===== src/hdl/falru_pkg.sv =====
package falru_pkg;

  localparam int NUM_BLOCKS         = 64;
  localparam int BLOCK_BYTES        = 64;
  localparam int MIN_TRACKED_BLOCKS = 8;
  localparam int ADDR_BITS          = 32;

  localparam int ADDR_W      = 32;
  localparam int MASK_BITS   = 3;
  localparam int ENTRY_W     = 6;
  localparam int IDX_W       = $clog2(NUM_BLOCKS);
  localparam int CNT_W       = $clog2(NUM_BLOCKS + 1);
  localparam int OFFSET_BITS = $clog2(BLOCK_BYTES);
  localparam int TAG_W       = ADDR_BITS - OFFSET_BITS;

  typedef enum logic [1:0] {
    OP_ACCESS = 2'd0,
    OP_PROBE  = 2'd1,
    OP_FILL   = 2'd2,
    OP_INVAL  = 2'd3
  } opcode_e;

  typedef struct packed {
    opcode_e             opcode;
    logic [ADDR_W-1:0]   address;
  } in_beat_t;

  typedef struct packed {
    logic                 hit;
    logic [MASK_BITS-1:0] in_cache_mask;
    logic [ENTRY_W-1:0]   entry_index;
    logic                 victim_was_valid;
    logic                 warmed_up;
  } out_beat_t;

  typedef struct packed {
    logic             fill;
    logic [IDX_W-1:0] fill_idx;
    logic             clear;
    logic [IDX_W-1:0] clear_idx;
  } cam_upd_t;

  typedef struct packed {
    logic             en;
    logic [IDX_W-1:0] idx;
    logic [IDX_W-1:0] rank;
  } rank_upd_t;

endpackage


===== src/hdl/falru_cam.sv =====
module falru_cam (
  input  logic                        clk_i,
  input  logic                        rst_ni,
  input  logic [falru_pkg::TAG_W-1:0] tag_i,
  input  falru_pkg::cam_upd_t         upd_i,
  output logic [falru_pkg::NUM_BLOCKS-1:0] match_o,
  output logic [falru_pkg::NUM_BLOCKS-1:0] valid_o
);

  logic [falru_pkg::TAG_W-1:0]      tags_q [falru_pkg::NUM_BLOCKS];
  logic [falru_pkg::NUM_BLOCKS-1:0] valid_q;

  always_ff @(posedge clk_i) begin
    if (upd_i.fill) begin
      tags_q[upd_i.fill_idx] <= tag_i;
    end
  end

  always_ff @(posedge clk_i or negedge rst_ni) begin
    if (!rst_ni) begin
      valid_q <= '0;
    end else begin
      if (upd_i.fill) begin
        valid_q[upd_i.fill_idx] <= 1'b1;
      end
      if (upd_i.clear) begin
        valid_q[upd_i.clear_idx] <= 1'b0;
      end
    end
  end

  always_comb begin
    for (int k = 0; k < falru_pkg::NUM_BLOCKS; k++) begin
      match_o[k] = valid_q[k] && (tags_q[k] == tag_i);
    end
  end

  assign valid_o = valid_q;

endmodule


===== src/hdl/falru_rank.sv =====
module falru_rank (
  input  logic                        clk_i,
  input  logic                        rst_ni,
  input  logic [falru_pkg::IDX_W-1:0] rd_idx_i,
  input  falru_pkg::rank_upd_t        upd_i,
  output logic [falru_pkg::IDX_W-1:0] rd_rank_o,
  output logic [falru_pkg::IDX_W-1:0] victim_o
);

  localparam logic [falru_pkg::IDX_W-1:0] TailRank =
    falru_pkg::IDX_W'(falru_pkg::NUM_BLOCKS - 1);

  logic [falru_pkg::IDX_W-1:0] rank_q [falru_pkg::NUM_BLOCKS];

  always_ff @(posedge clk_i or negedge rst_ni) begin
    if (!rst_ni) begin
      for (int k = 0; k < falru_pkg::NUM_BLOCKS; k++) begin
        rank_q[k] <= falru_pkg::IDX_W'(k);
      end
    end else if (upd_i.en) begin
      for (int k = 0; k < falru_pkg::NUM_BLOCKS; k++) begin
        if (falru_pkg::IDX_W'(k) == upd_i.idx) begin
          rank_q[k] <= '0;
        end else if (rank_q[k] < upd_i.rank) begin
          rank_q[k] <= rank_q[k] + 1'b1;
        end
      end
    end
  end

  assign rd_rank_o = rank_q[rd_idx_i];

  always_comb begin
    victim_o = '0;
    for (int k = 0; k < falru_pkg::NUM_BLOCKS; k++) begin
      if (rank_q[k] == TailRank) begin
        victim_o = falru_pkg::IDX_W'(k);
      end
    end
  end

endmodule


===== src/hdl/fa_lru_tag_store_multisize.sv =====
// Channel | Dir | Handshake              | Beat
// in      | in  | in_valid_i/in_stall_o  | in_beat_i   (opcode, address)
// out     | out | out_valid_o/out_stall_i| out_beat_o  (hit, mask, index, victim, warm)
//
// One beat per cycle sustained while the output is not stalled: input register,
// one pass of tag compare, LRU rank update and counters, then the result register.
// An accepted beat is held in the input register, and its result is then registered in the result register.
// Reset clears valid bits, ranks (entry i at rank i), fill count and warm flag.
// A stall on the output holds the result register and, while it holds a beat, the input register.
module fa_lru_tag_store_multisize (
  input  logic                 clk_i,
  input  logic                 rst_ni,
  input  logic                 in_valid_i,
  output logic                 in_stall_o,
  input  falru_pkg::in_beat_t  in_beat_i,
  output logic                 out_valid_o,
  input  logic                 out_stall_i,
  output falru_pkg::out_beat_t out_beat_o
);

  logic                              in_valid_q;
  falru_pkg::in_beat_t               in_q;
  logic                              out_valid_q;
  falru_pkg::out_beat_t              out_q, out_d;
  logic [falru_pkg::CNT_W-1:0]       used_q, used_d;
  logic                              warm_q, warm_d;

  logic                              advance, work;
  logic [falru_pkg::TAG_W-1:0]       tag;
  logic [falru_pkg::NUM_BLOCKS-1:0]  match, valid;
  logic                              hit;
  logic [falru_pkg::IDX_W-1:0]       found, victim, hit_rank, index;
  logic                              vwas;
  logic [falru_pkg::MASK_BITS-1:0]   mask;
  falru_pkg::cam_upd_t               cam_upd;
  falru_pkg::rank_upd_t              rank_upd;

  assign advance    = !out_valid_q || !out_stall_i;
  assign work       = in_valid_q && advance;
  assign in_stall_o = in_valid_q && !advance;
  assign tag        = in_q.address[falru_pkg::ADDR_BITS-1:falru_pkg::OFFSET_BITS];

  falru_cam u_cam (
    .clk_i   (clk_i),
    .rst_ni  (rst_ni),
    .tag_i   (tag),
    .upd_i   (cam_upd),
    .match_o (match),
    .valid_o (valid)
  );

  falru_rank u_rank (
    .clk_i     (clk_i),
    .rst_ni    (rst_ni),
    .rd_idx_i  (found),
    .upd_i     (rank_upd),
    .rd_rank_o (hit_rank),
    .victim_o  (victim)
  );

  always_comb begin
    found = '0;
    for (int k = falru_pkg::NUM_BLOCKS - 1; k >= 0; k--) begin
      if (match[k]) begin
        found = falru_pkg::IDX_W'(k);
      end
    end
  end

  assign hit = |match;

  always_comb begin
    for (int i = 0; i < falru_pkg::MASK_BITS; i++) begin
      mask[i] = hit
             && ((falru_pkg::MIN_TRACKED_BLOCKS << i) < falru_pkg::NUM_BLOCKS)
             && (int'(hit_rank) < (falru_pkg::MIN_TRACKED_BLOCKS << i));
    end
  end

  always_comb begin
    cam_upd  = '0;
    rank_upd = '0;
    vwas     = 1'b0;
    index    = hit ? found : '0;
    used_d   = used_q;
    warm_d   = warm_q;
    case (in_q.opcode)
      falru_pkg::OP_ACCESS: begin
        rank_upd.en   = work && hit;
        rank_upd.idx  = found;
        rank_upd.rank = hit_rank;
      end
      falru_pkg::OP_FILL: begin
        vwas             = valid[victim];
        index            = victim;
        rank_upd.en      = work;
        rank_upd.idx     = victim;
        rank_upd.rank    = falru_pkg::IDX_W'(falru_pkg::NUM_BLOCKS - 1);
        cam_upd.fill     = work;
        cam_upd.fill_idx = victim;
        if (!vwas) begin
          if (used_q < falru_pkg::CNT_W'(falru_pkg::NUM_BLOCKS)) begin
            used_d = used_q + 1'b1;
          end
          if (used_d >= falru_pkg::CNT_W'(falru_pkg::NUM_BLOCKS)) begin
            warm_d = 1'b1;
          end
        end
      end
      falru_pkg::OP_INVAL: begin
        cam_upd.clear     = work && hit;
        cam_upd.clear_idx = found;
        if (hit && used_q != '0) begin
          used_d = used_q - 1'b1;
        end
      end
      default: begin
      end
    endcase
  end

  always_comb begin
    out_d.hit              = hit;
    out_d.in_cache_mask    = mask;
    out_d.entry_index      = falru_pkg::ENTRY_W'(index);
    out_d.victim_was_valid = vwas;
    out_d.warmed_up        = warm_d;
  end

  always_ff @(posedge clk_i or negedge rst_ni) begin
    if (!rst_ni) begin
      in_valid_q  <= 1'b0;
      out_valid_q <= 1'b0;
      used_q      <= '0;
      warm_q      <= 1'b0;
    end else begin
      if (!in_stall_o) begin
        in_valid_q <= in_valid_i;
      end
      if (advance) begin
        out_valid_q <= in_valid_q;
      end
      if (work) begin
        used_q <= used_d;
        warm_q <= warm_d;
      end
    end
  end

  always_ff @(posedge clk_i) begin
    if (in_valid_i && !in_stall_o) begin
      in_q <= in_beat_i;
    end
    if (work) begin
      out_q <= out_d;
    end
  end

  assign out_valid_o = out_valid_q;
  assign out_beat_o  = out_q;

endmodule


===== config.mk =====
export PLATFORM = sky130hd
export DESIGN_NAME = fa_lru_tag_store_multisize
export DESIGN_NICKNAME = d
export VERILOG_FILES = /design/src/hdl/falru_pkg.sv /design/src/hdl/falru_cam.sv /design/src/hdl/falru_rank.sv /design/src/hdl/fa_lru_tag_store_multisize.sv
export SDC_FILE = /design/constraint.sdc
export NUM_CORES = 2
export LEC_CHECK = 0
export BUFFER_PORTS_ARGS = -buffer_cell sky130_fd_sc_hd__buf_2
export CORE_ASPECT_RATIO = 1.2
export CORE_UTILIZATION = 25
export DETAILED_ROUTE_END_ITERATION = 12
export MAX_ROUTING_LAYER = met4
export PLACE_DENSITY = 0.44
export SLEW_MARGIN = 20
export SYNTH_ARGS = -nofsm -noshare
export SYNTH_HDL_FRONTEND = slang
export SYNTH_SLANG_ARGS = --single-unit

===== constraint.sdc =====
create_clock -name clk_i -period 15.7 [get_ports clk_i]
set_clock_uncertainty 0.15 [all_clocks]
set_input_delay 1.57 -clock clk_i [delete_from_list [all_inputs] [get_ports clk_i]]
set_output_delay 1.57 -clock clk_i [all_outputs]
set_load 0.02 [all_outputs]

Word-level counts from Yosys, hierarchy flattened

Memory sizes are Yosys's and may differ from the RTL's.
Index checks and enable logic that the tools add are counted.

Add/subtract/negate cells: 66
Multipliers: 0
Divide/modulo/power cells: 0
$lt $le $gt $ge: 75
Eq/ne operators: 194
Shift-type cells: 0
Multiplexer cells: 282
Bitwise operators: 4
Reductions and logical operators: 213

Operators by type and width:

| cell                  | count |
|---|---|
| $eq A26 B26 Y1        | 64 |
| $mux W6               | 228 |
| $add A6 B1 Y6 const B | 64 |
| $lt A6 B6 Y1          | 64 |
| $eq A6 B6 Y1 const B  | 63 |
| $eq A6 B6 Y1 const A  | 32 |
| $reduce_bool A2 Y1    | 65 |
| $mux W64              | 2 |
| $reduce_and A2 Y1     | 64 |
| $eq A5 B6 Y1 const A  | 16 |
| $mux W5               | 16 |
| $logic_and A1 B1 Y1   | 74 |
| $and A64 B64 Y64      | 1 |
| $not A64 Y64          | 1 |
| $or A64 B64 Y64       | 1 |
| $reduce_or A64 Y1     | 1 |
| $mux W7               | 7 |
| $eq A4 B6 Y1 const A  | 8 |
| $bmux W6 S6           | 1 |
| $mux W4               | 8 |
| $pmux W13 S2          | 1 |
| $eq A3 B6 Y1 const A  | 4 |
| $lt A6 B7 Y1 const B  | 3 |
| $ge A7 B7 Y1 const B  | 2 |
| other kinds (24)      | 44 |

Flip-flop bits (word level): 504
Bits in latches: 0
RAM bits: 1664
Memory bits (read-only): 0
Output and inout port bits: 14
Word-level logic and storage cells: 911
Memories: 1

Memory list:

| name         | depth | bits a word | rd ports | clocked after memory_dff | wr ports | line            | RTL |
|---|---|---|---|---|---|---|---|
| u_cam.tags_q | 64    | 26          | 64       | 0                        | 1        | falru_cam.sv:10 | `logic [falru_pkg::TAG_W-1:0] tags_q [falru_pkg::NUM_BLOCKS];` |

Logic depth before layout (Yosys ltp)

An unclocked memory read counts as a cell.

Word-level depth: 75
Gate-level depth with buffers: 39
Gate-level depth less buffers: 29

Hierarchy

A second synthesis with hierarchy kept.

Cells, all modules: 7896
Area, all modules: 106719.9 µm²

Modules (own cells, without submodules):

| module                     | times used | cells an instance | area each (µm²) | seq. area each (µm²) |
|---|---|---|---|---|
| falru_cam                  | 1          | 4351              | 72487.0         | 51569.5 |
| falru_rank                 | 1          | 3198              | 30764.5         | 9849.4 |
| fa_lru_tag_store_multisize | 1          | 347               | 3468.3          | 1451.4 |

Worst setup path before layout

OpenSTA, ideal clock, no wires.

Kind: flip-flop to flip-flop
Start: reg in_q[27] in the netlist's numbering
End: reg u_rank.rank_q[118] in the netlist's numbering
Library setup time: 121 ps
Arrival time: 11574 ps
Data required time: 15429 ps
Setup slack: 3855 ps
Stages on the path, launching flop included: 36
Path through: edfxtp_1 buf_2 buf_4 buf_2 buf_2 xnor2_1 nand4_1 nor4_1 and4_1 o21ai_0 a21oi_1 o31ai_1 a2111o_1 o221ai_2 buf_6 buf_2 buf_2 buf_2 buf_2 buf_2 mux2i_1 a21oi_1 a211oi_1 a21oi_1 a21oi_1 a21oi_1 o21ai_0 ha_1 nand4_1 nor2_1 a211oi_1 a21oi_1 nor2b_1 nor2b_1 o21ai_0 a22o_1

Word-level cells in the longest chain between the ends: 74
Elaborated cells on any way between the ends: 204
Those cells by class: order compare (1); eq/ne (65); mux (69); bitwise (1); reduce/logical (68)

RTL lines:

| item                                       | line                              | RTL |
|---|---|---|
| start, declared                            | fa_lru_tag_store_multisize.sv:22  | `falru_pkg::in_beat_t in_q;` |
| start signal, assigned                     | fa_lru_tag_store_multisize.sv:152 | `in_q <= in_beat_i;` |
| $eq A26 B26 Y1                             | falru_cam.sv:34                   | `match_o[k] = valid_q[k] && (tags_q[k] == tag_i);` |
| $logic_and A1 B1 Y1                        | falru_cam.sv:34                   |  |
| $mux W6 (64 in a row)                      | fa_lru_tag_store_multisize.sv:64  | `if (match[k]) begin` |
| $not A6 Y7 (implied by the code)           | falru_rank.sv:31                  | `assign rd_rank_o = rank_q[rd_idx_i];` |
| $bmux W6 S6                                | falru_rank.sv:31                  |  |
| $mux W6 (implied by the code) (2 in a row) | falru_rank.sv:31                  |  |
| $pmux W13 S2 (*)                           | fa_lru_tag_store_multisize.sv:87  | `case (in_q.opcode)` |
| $lt A6 B6 Y1                               | falru_rank.sv:24                  | `end else if (rank_q[k] < upd_i.rank) begin` |
| $reduce_bool A2 Y1 (no line)               | -                                 |  |
| $reduce_and A2 Y1 (no line)                | -                                 |  |
| end signal, assigned by index              | falru_rank.sv:18                  | `rank_q[k] <= falru_pkg::IDX_W'(k);` |
| end signal, assigned by index              | falru_rank.sv:25                  | `rank_q[k] <= rank_q[k] + 1'b1;` |
| end, declared                              | falru_rank.sv:13                  | `logic [falru_pkg::IDX_W-1:0] rank_q [falru_pkg::NUM_BLOCKS];` |

Mark *: on every way between the ends. The rest lies on a longest branch, timed or not. The select of a mux whose other input is x is not followed.
A chain may end at the register's enable or synchronous reset.

Worst setup path after layout

Start: reg in_q[28] in the netlist's numbering
End: reg u_rank.rank_q[118] in the netlist's numbering

The elaborated chain is that of the path after synthesis.

==> flow_results.org <==
** STA
- Total of endpoints with negative setup slack in the final report :: 0
- Worst relative slew slack :: 0.1959
- Derived from the worst setup path, the maximum achievable clock frequency is 89.46 MHz.
- Once routing completed, OpenROAD measured the worst setup slack at 4.522 ns.
- The final-report max-slew violation count was 0.
- Final-report hold violation count :: 0
- For the pin with the worst max-slew slack, the measured transition is 1.195 ns.
- Hold timing on the final database bottoms out at a slack of 0.2978 ns.
- In the finished design, the share of the clock period the worst path needs comes to 0.7120.
- Sum of negative setup slack :: 0 ns
- The worst path in the final design needs a cycle of 11.18 ns, including I/O delays and setup.
- Setup repair after global routing left no endpoint under its margin.

** Placement
- Routability cong. :: 0.8788
- In this run the tool buffered the top-level ports with 45 buffer cells.
- Once detailed placement completed, the half-perimeter wirelength came to 254,500 um.
- Summing all placed instances gives a cell area of 122,800 um2.
- Placement Setup Slack :: 4.708 ns

** Synth
- Top-count cell post-synth :: edfxtp_1
- Number of unique standard cell types used by synthesis :: 93
- Synth async-reset ratio :: 0.2118
- Syn Nets :: 10,010
- Synthesis inferred 2,162 register bits.
- Register area share after synthesis :: 0.5527
- Of the post-synthesis cell area, the dominant cell type holds 0.4499.
- In this run the mean area of a mapped cell was 11.87 um2.
- Summing every instance area after synthesis gives 113,700 um2.
- Cell taking the most area after synthesis :: edfxtp_1
- In the synthesized netlist, the number of instances is 9,585.
- Yosys mapped a number of flops with a built-in enable equal to 1,704.
- Top area cells in the synthesized netlist :: edfxtp_1 45%, xnor2_1 7.8%, dfrtp_1 5.9%
- In the synthesized netlist the dominant register cell turns out to be edfxtp_1.
- List of most frequent post-synthesis cells :: 1,704 x edfxtp_1, 1,008 x xnor2_1, 706 x nand4_1
- During synthesis, Yosys emitted a total of 0 warnings.

** Finish
- Fillers :: 46,200
- Signed area change from the synthesized netlist to the final layout :: 15.18%
- For this run, the post-layout net count is 10,220.
- Share of layout cells above drive strength 1 :: 0.1129
- After routing the design area is 131,000 um2.

** Power
- Dividing total power by cell area gives a power density of 122.3 nW/um2.
- Total power draw :: 16.03 mW
- In this run the static leakage power is 44.56 nW.
- Maximum vdd drop :: 0.09733 mV

** Floorplan
- Count of standard-cell rows :: 271
- Floorplan die width :: 617.8 um
- Starting density of the core :: 0.2509
- The core region is 453,300 um2.
- The floorplan step defined a die boundary enclosing 457,700 um2.
- Top-Level Pins :: 52
- Chip Height :: 740.9 um

** Setup path
- In this design, the largest share of critical-path delay is due to compound AO/OA/AOI/OAI gates.
- The critical path contains buffers and inverters numbering 4 combined.
- STA classifies the critical path endpoint as a register.
- The worst setup path is of the reg2reg kind.
- Worst path arrival time :: 11.79 ns
- For this run, the slowest stage of the critical path takes 0.88 ns.
- Flop-to-flop setup slack :: 4.52 ns
- Highest fanout seen on the critical path :: 58
- Worst Setup Start Kind :: register
- For this design, the slowest cell found on the critical path is edfxtp_1.
- Crit-path most repeated cell :: o21ai_0
- Data on the critical path is required at its endpoint by 16.32 ns.

** Job
- The tool flagged a number of max-cap violations equal to 0.

** Run status
- Run status :: completed

** Route
- For this run, the detailed router's first-pass iteration total came to 6.
- Vias after detailed routing :: 80,510
- After detailed routing, the number of remaining DRC violations is 0.
- The first routing iteration left 6,165 violations.
- Drt via density :: 5.025
- Antenna viol nets, final :: 0
- Total wire length after detailed routing :: 395,400 um
- After detailed routing, the average wire length per cell comes to 24.68 um.

** CTS
- Counting the buffers created by CTS gives 241.
- The H-tree was split into 4 levels.
- Once the clock tree was built, the setup fixing pass inserted 0 buffers.
- Clock tree synthesis selected as its root buffer the cell clkbuf_16.
- CTS Hold Buffers Added :: 0
- Clock edge transition at the registers on the reported setup and hold paths :: 0.07 ns
- For this design, the sink count on the clock tree is 2,162.
- Buffer levels on the longest clock path :: 4
- Number of gates resized after CTS :: 0
- TritonCTS built the clock tree.
- Clock network latency to the later pin of the worst-skew pair :: 0.96 ns

** Global routing
- For this run, the total global-route usage over all layers was measured as 0.1728.
- GRT Residual Overflow :: 0
- Entering global routing, the biggest net connects 178 pins.
- Global-route wire length before repair :: 571,500 um
- Initial antenna violation count :: 10
- Number of global-route vias before repair :: 80,940

** Min path
- The worst hold path belongs to the class reg2reg.
[worst reg2reg max path: cells and delay by family (launching register included)]
kind / cells / cell delay (ns)
AOI/OAI and AO/OA: 14 / 4.26
and+or+nand+nor: 9 / 2.52
buffers and inverters: 4 / 1.97
DFF: 1 / 0.88
muxes: 1 / 0.49
adders and majority gates: 1 / 0.37
xor gates and xnor gates: 1 / 0.32
[layout make-up]
type                            instances  area (um2)  share of cell area
Timing Repair Buffer                  318        2860             0.02183
Inverter                               68       255.2            0.001948
Clock inverter                        121        1505             0.01149
Antenna cell                            5       12.51          0.00009550
Multi-Input combinational cell       7008       49320              0.3764
Sequential cell                      2162       62870              0.4799
Tap cell                             6006        7515             0.05736
Clock buffer                          333        6680             0.05099
[kinds of logic after synthesis]
logic type	count (synthesis)	synth area share
AOI/OAI and AO/OA	1526	0.08625
xor gates and xnor gates	1673	0.1288
adders and majority gates	387	0.04257
buffers and inverters	415	0.01773
DFF	2162	0.5527
muxes	247	0.02288
and+or+nand+nor	3175	0.1490
[cells in the final DEF (no fill, tap or decap), types with 222 or more instances in the layout]
cell | synthesis | final
xnor2_1 | 1008 | 1008
a21oi_1 | 268 | 266
nand4_1 | 706 | 706
buf_4 | 67 | 226
clkbuf_16 | 0 | 244
dfrtp_1 | 266 | 266
nor2_1 | 632 | 564
nand2_1 | 626 | 622
nor4_1 | 224 | 222
edfxtp_1 | 1704 | 1704
xor2_1 | 665 | 665
ha_1 | 387 | 387
o21ai_0 | 530 | 528
[flip-flops by register name (all words and copies together) (netlist names)]
| register | count |
|---|---|
| out_valid_o | 1 |
| u_rank.rank_q | 384 |
| in_valid_q | 1 |
| used_q | 7 |
| warm_q | 1 |
| in_q | 28 |
| u_cam.tags_q | 1664 |
| u_cam.valid_o | 64 |
| out_beat_o | 12 |
[stage by stage]
stage                       util  instances
final                     0.2890      16020
after global routing      0.2890      16020
after CTS                 0.2889      16010
after detailed placement  0.2708      15560
after floorplan                -       9585
after global placement    0.2708      15560
[power breakdown]
part / total, mW / internal (mW) / switching [mW]
logic: 2.88 / 1.07 / 1.80
registers: 7.17 / 6.61 / 0.557
clock network: 5.98 / 3.48 / 2.50
[worst paths after layout]
check,cells after the start,from,endpoint
worst min register to register,1,warm_q,warm_q
worst max register to register,30,in_q[28],u_rank.rank_q[118]
worst max-delay path,30,in_q[28],u_rank.rank_q[118]
min in group asynchronous,1,rst_ni,u_rank.rank_q[345]
max in group asynchronous,4,rst_ni,u_rank.rank_q[216]
worst min-delay path,1,warm_q,warm_q
[routing by layer]
layer / global-route usage / up-vias / wire length [um]
met2: 0.2920 / 2162 / 193600
met1: 0.2107 / 40900 / 167700
met5: - / - / 0
met4: 0.06805 / 0 / 17710
li1: - / 36790 / -
met3: 0.01895 / 652 / 16350
(Power assumes the default switching activity.)
